<file path="src/sdos_pkg.sv">
`timescale 1ns / 1ps

package sdos_pkg;

   localparam int CAPACITY_DEF = 256;

   localparam int INDEX_W = 16;
   localparam int DEPTH_W = 16;

   // req side field layout
   localparam int REQ_TDATA_W = 40;
   localparam int REQ_TUSER_W = 2;
   // rsp side field layout
   localparam int RSP_TDATA_W = 32;
   localparam int RSP_TUSER_W = 2;

   localparam logic KIND_ADD = 1'b0;
   localparam logic KIND_POP = 1'b1;

   typedef struct packed {
      logic                      is_tile;
      logic [INDEX_W-1:0]        index;
      logic signed [DEPTH_W-1:0] depth;
   } entry_type;

   typedef enum logic [1:0] {
      CELL_HOLD,
      CELL_INSERT,
      CELL_POP
   } cell_op_type;

   // broadcast from the control to every cell
   typedef struct packed {
      cell_op_type op;
      entry_type   new_entry;
   } cell_ctrl_type;

endpackage

</file>
<file path="src/sdos_cell.sv">
`timescale 1ns / 1ps

module sdos_cell (
   input  logic                    clock,
   input  sdos_pkg::cell_ctrl_type ctrl,
   input  logic                    occupied,
   input  logic                    prev_open,
   input  sdos_pkg::entry_type     prev_entry,
   input  sdos_pkg::entry_type     next_entry,
   output sdos_pkg::entry_type     entry,
   output logic                    open
);

   sdos_pkg::entry_type entry_ff;
   sdos_pkg::entry_type entry_in;

   // new entry goes ahead of this one only when strictly deeper (keeps arrival order)
   assign open  = !occupied || ($signed(ctrl.new_entry.depth) > $signed(entry_ff.depth));
   assign entry = entry_ff;

   always_comb begin
      entry_in = entry_ff;
      unique case (ctrl.op)
         sdos_pkg::CELL_INSERT: begin
            if (open) begin
               entry_in = prev_open ? prev_entry : ctrl.new_entry;
            end
         end
         sdos_pkg::CELL_POP: begin
            entry_in = next_entry;
         end
         default: begin
            entry_in = entry_ff;
         end
      endcase
   end

   always_ff @(posedge clock) begin
      entry_ff <= entry_in;
   end

endmodule

</file>
<file path="config.mk">
export PLATFORM = sky130hd
export DESIGN_NAME = sdos_cell
export DESIGN_NICKNAME = d
export VERILOG_FILES = /design/src/sdos_pkg.sv /design/src/sdos_cell.sv
export SDC_FILE = /design/constraint.sdc
export NUM_CORES = 1
export LEC_CHECK = 0
export BUFFER_PORTS_ARGS = -buffer_cell sky130_fd_sc_hd__clkbuf_2
export CORE_UTILIZATION = 42
export DETAILED_ROUTE_END_ITERATION = 12
export PLACE_DENSITY = 0.8
export SYNTH_ARGS = -nofsm -noshare
export SYNTH_HDL_FRONTEND = slang
export SYNTH_SLANG_ARGS = --single-unit
</file>
<file path="constraint.sdc">
create_clock -name clock -period 4.65 [get_ports clock]
set_input_delay 0.93 -clock clock [delete_from_list [all_inputs] [get_ports clock]]
set_output_delay 0.93 -clock clock [all_outputs]
set_load 0.01 [all_outputs]
</file>
### Word-level counts from Yosys, hierarchy flattened

Cells that the tools add are included.

* bits in read-only memories: 0
* bits in registers: 33
* input bits: 104
* memories: 0
* logic and storage cells: 14
* bits in writable memories: 0
* output and inout port bits: 34
* latch bits: 0

* div/mod/pow operators: 0
* multiply operators: 0
* shift operators: 0
* $add $sub $neg: 0
* reductions and logical operators: 4
* mux-type cells: 3
* $lt $le $gt $ge: 1
* bitwise gates (word level): 0
* equal/unequal tests: 3

Operators with widths (count)
* 33-bit two-way mux: 2
* 33-bit case mux with 2 select lines: 1
* 16-bit > comparator: 1
* 2-bit by 1-bit equality test with 1-bit output (second input constant): 1
* 2-bit equality test (second input constant): 1
* 2-bit inequality test (second input constant): 1
* 2-bit AND reduction: 1
* 2-bit nonzero test: 1
* 1-bit logical NOT: 1
* 1-bit logical OR: 1

### Logic depth before layout (Yosys ltp)

* depth after elaboration: 4
* gate-level depth with buffers: 8
* mapped depth without buffers: 8

### Worst setup path after synthesis

Ideal clock, no wire load.

* kind: input port to flip-flop
* start point: input ctrl[15] in the netlist's numbering
* end point: register entry_ff, in the netlist entry[0], enable pin
* cell stages on the path: 7
* slack: 283 ps
* buffers on the path: 0
* arrival: 3923 ps
* setup time: 444 ps
* required time: 4206 ps
* path through: ha_1 > nand4_2 > nor4_2 > o21ai_1 > nand3_1 > mux2i_1 > o41ai_2

* cells in the longest elaborated chain, start to end: 4

RTL lines
* from (decl): RTL line sdos_cell.sv:5 `input sdos_pkg::cell_ctrl_type ctrl,`
* 16-bit > comparator: RTL line sdos_cell.sv:18 `assign open = !occupied || ($signed(ctrl.new_entry.depth) > $signed(entry_ff.depth));`
* 1-bit logical OR: RTL line sdos_cell.sv:18
* 2-bit inequality test (no source line)
* 2-bit AND reduction (no source line)
* to (signal assigned): RTL line sdos_cell.sv:39 `entry_ff <= entry_in;`
* to (decl): RTL line sdos_cell.sv:14 `sdos_pkg::entry_type entry_ff;`

No other way between the ends.
A chain may end at the register's enable or synchronous reset.

### Worst setup path after layout

* start point: input ctrl[15] in the netlist's numbering
* end point: output open

* cells in the longest elaborated chain, start to end: 2

RTL lines
* 16-bit > comparator: RTL line sdos_cell.sv:18
* 1-bit logical OR: RTL line sdos_cell.sv:18
* to (decl): RTL line sdos_cell.sv:11 `output logic open`

No other way between the ends.

==> flow_metrics.tcl <==
set metrics [dict create \
    place.gp.congestion 0.706 \
    crit_type "in2out" \
    path_max_fanout 4 \
    multiInputGateArea_mm2 0.00103 \
    reg2reg_from "entry[15]$_DFFE_PP_" \
    io_pins 138 \
    grt_first_pass_wirelength_mm 7.94 \
    crit_arrival_ns 2.65 \
    yosysTopAreaCell "edfxtp_1" \
    synth.most_common_cell "nand2_1" \
    viasPerCell 4.73 \
    hold_viol_final 0 \
    post_synth_main_area_contributors "edfxtp_1 (47%), mux2i_1 (16%), ha_1 (9.5%)" \
    drv_slew 0 \
    critPathRequiredTime_ns 3.72 \
    totalWireLength_mm 5.13 \
    die_area_mm2 0.00532 \
    power_mw 0.799 \
    synthArstFlopShare_pct 0 \
    ctsResizeCount 0 \
    synth_mux_area_share_pct 16.1 \
    cts_max_path_buffers 2 \
    drcViolationCount 0 \
    fmax_mhz 279 \
    grt.overflow.total 0 \
    synth_top_family_by_area "multiplexers" \
    yosysUniqueCellTypes 23 \
    synth-compound-area-share_pct 11.7 \
    tightest_slew_ns 1.11 \
    met3_length_um 314 \
    syn_area_mm2 0.00211 \
    end_kind "output pin" \
    cts_root_buffer "clkbuf_8" \
    clk_pin_slew_worst_paths_ns 0.06 \
    setup_viol 0 \
    slowest_stage "mux2i_1" \
    n_antenna_cell 0 \
    cts_made_buffers 5 \
    layout_setup_ws_ns 1.07 \
    pre_cts_slack_ns 1.03 \
    wl_per_cell_um 12.6 \
    synthXorXnorAreaFrac_pct 0 \
    ant_nets 0 \
    num-fill-cells 425 \
    first_pass_iters 4 \
    avgSynthCellArea_um2 10.3 \
    ys_ff_latch 33 \
    max_slew_margin_pct 26.3 \
    holdBufCountCts 0 \
    synthFlopType "edfxtp_1" \
    dr.first_iter.drc_count 63 \
    initial_utilization_pct 44.1 \
    die_h_um 72.9 \
    top_layer_used "met4" \
    core_mm2 0.00479 \
    r2r_cells 9 \
    crit_cells 9 \
    path_cells "clkbuf_2 > ha_1 > nand4_2 > nor4_2 > o21ai_1 > nand3_1 > mux2i_1 > o21ai_1 > clkbuf_2" \
    insertion_delay_ns 0.27 \
    synth-simple-area-share_pct 10.5 \
    status "finished clean" \
    cpPeakStageDelay_ns 0.34 \
    finalClockSkew_ns 0.00287 \
    route.met2.wl_mm 2.60 \
    critPathTopFamily "simple AND/OR/NAND/NOR gates" \
    crit_buf_inv 2 \
    synth_nets 326 \
    hpwlAfterDp_mm 4.03 \
    io_buffer_count 137 \
    synth_top_area_share_pct 46.9 \
    drv_cap 0 \
    hold_path.class "in2reg" \
    synth_adder_area_share_pct 9.48 \
    cts.sinks 33 \
    antenna_found_initial 0 \
    timing.hold.ws_ns 0.927 \
    track_usage_pct 19.7 \
    period_minus_slack_ns 3.58 \
    p_leak_nw 1.51 \
    synth_top_cells_by_count "nand2_1 (37), mux2i_1 (34), edfxtp_1 (33), o21ai_0 (33), inv_1 (17)" \
    fin_nets 462 \
    rsz0062_at_grt "no" \
    largest_reg_flops 33 \
    synthCells 206 \
    regToRegSetupSlack_ns 2.15 \
    crit_start "ctrl[15]" \
    ys_seq_area_share_pct 46.9 \
    areaGrowthSynthToFinish_pct 39.7 \
    r2r_end "entry[1]$_DFFE_PP_" \
    grt_max_degree 67 \
    chipWidth_um 72.9 \
    yosys_warnings 0 \
    grt_pass1_vias 1829 \
    synth-edff-count 33 \
    drive_above_1_share_pct 43.9 \
    cellPowerDensity_mw_per_mm2 271 \
    startpoint_type "primary input" \
    cts_tree "done" \
    cts_setup_buffers 0 \
    regArea_um2 991 \
    critPathCapture "open" \
    num_vias 1933 \
    cts_max_level 2 \
    floorplan.rows 25 \
    worst_ir_drop_vdd_v 0.000144 \
    timing.setup.tns_ns 0 \
    fin_crit_sh_pct 77.0 \
    met1_length_mm 2.14 \
]
report_power, final:
part / internal (mW) / switching, mW / leakage, nW
combinational: 0.101 / 0.116 / 1.15
sequential: 0.372 / 0.0127 / 0.323
clock: 0.101 / 0.0964 / 0.0387
total: 0.574 / 0.225 / 1.51
layout make-up:
type                    count  area share [%]
inverters                  17            2.16
flip-flops and latches     33            33.6
well taps                  67            2.84
clock inverters             1           0.127
multi-input cells         145            34.8
repair buffers            140            24.0
clock buffers               6            2.46
routing by layer:
layer,track usage (%),vias up
li1,-,1014
met1,22.4,824
met2,36.9,86
met3,3.87,9
met4,6.54,0
met5,0,-
through the flow:
step	instance area (um^2)	utilization, %	instances
floorplan	2110	-	206
global placement	2870	60.1	402
detailed placement	2870	60.1	402
CTS	2950	61.6	409
global route	2950	61.6	409
finish	2950	61.6	409
cells in the final DEF, fill, tap and decap left out, drive strengths merged:
cell,Yosys,final
nor4,1,1
nor3,1,1
edfxtp,33,33
o21ai,35,35
and3,1,1
buf,4,3
mux2i,34,34
clkbuf,7,143
nor2,4,4
nand3,1,1
nand2,37,37
nor2b,2,2
ha,16,16
a21o,1,1
clkinv,0,1
inv,17,17
a21oi,6,6
o221ai,1,1
a311oi,1,1
nand4,3,3
o41ai,1,1
tightest hold or removal path: stages:
cell	delay, ns
clkbuf_2	0.07
nand2_1	0.03
o21ai_0	0.05
cells by family after synthesis:
kind of cell,count (synthesis)
AND/OR/NAND/NOR,50
AO/OA/AOI/OAI,45
multiplexers,34
flip-flops,33
buffers and inverters,28
adder cells (fa/ha/maj),16
worst min path at each step:
| stage | startpoint | endpoint | slack [ns] | cells past startpoint |
|---|---|---|---|---|
| after floorplan | next_entry[0] | entry[0]$_DFFE_PP_ | 1.12 | 2 |
| after global placement | entry[0]$_DFFE_PP_ | entry[15]$_DFFE_PP_ | 1.18 | 4 |
| after detailed placement | next_entry[16] | entry[16]$_DFFE_PP_ | 1.21 | 3 |
| after CTS | next_entry[16] | entry[16]$_DFFE_PP_ | 0.92 | 3 |
| after global routing | next_entry[7] | entry[7]$_DFFE_PP_ | 0.94 | 3 |
| final | next_entry[18] | entry[18]$_DFFE_PP_ | 0.93 | 3 |
Note: power is estimated with default switching activity, not from simulation.
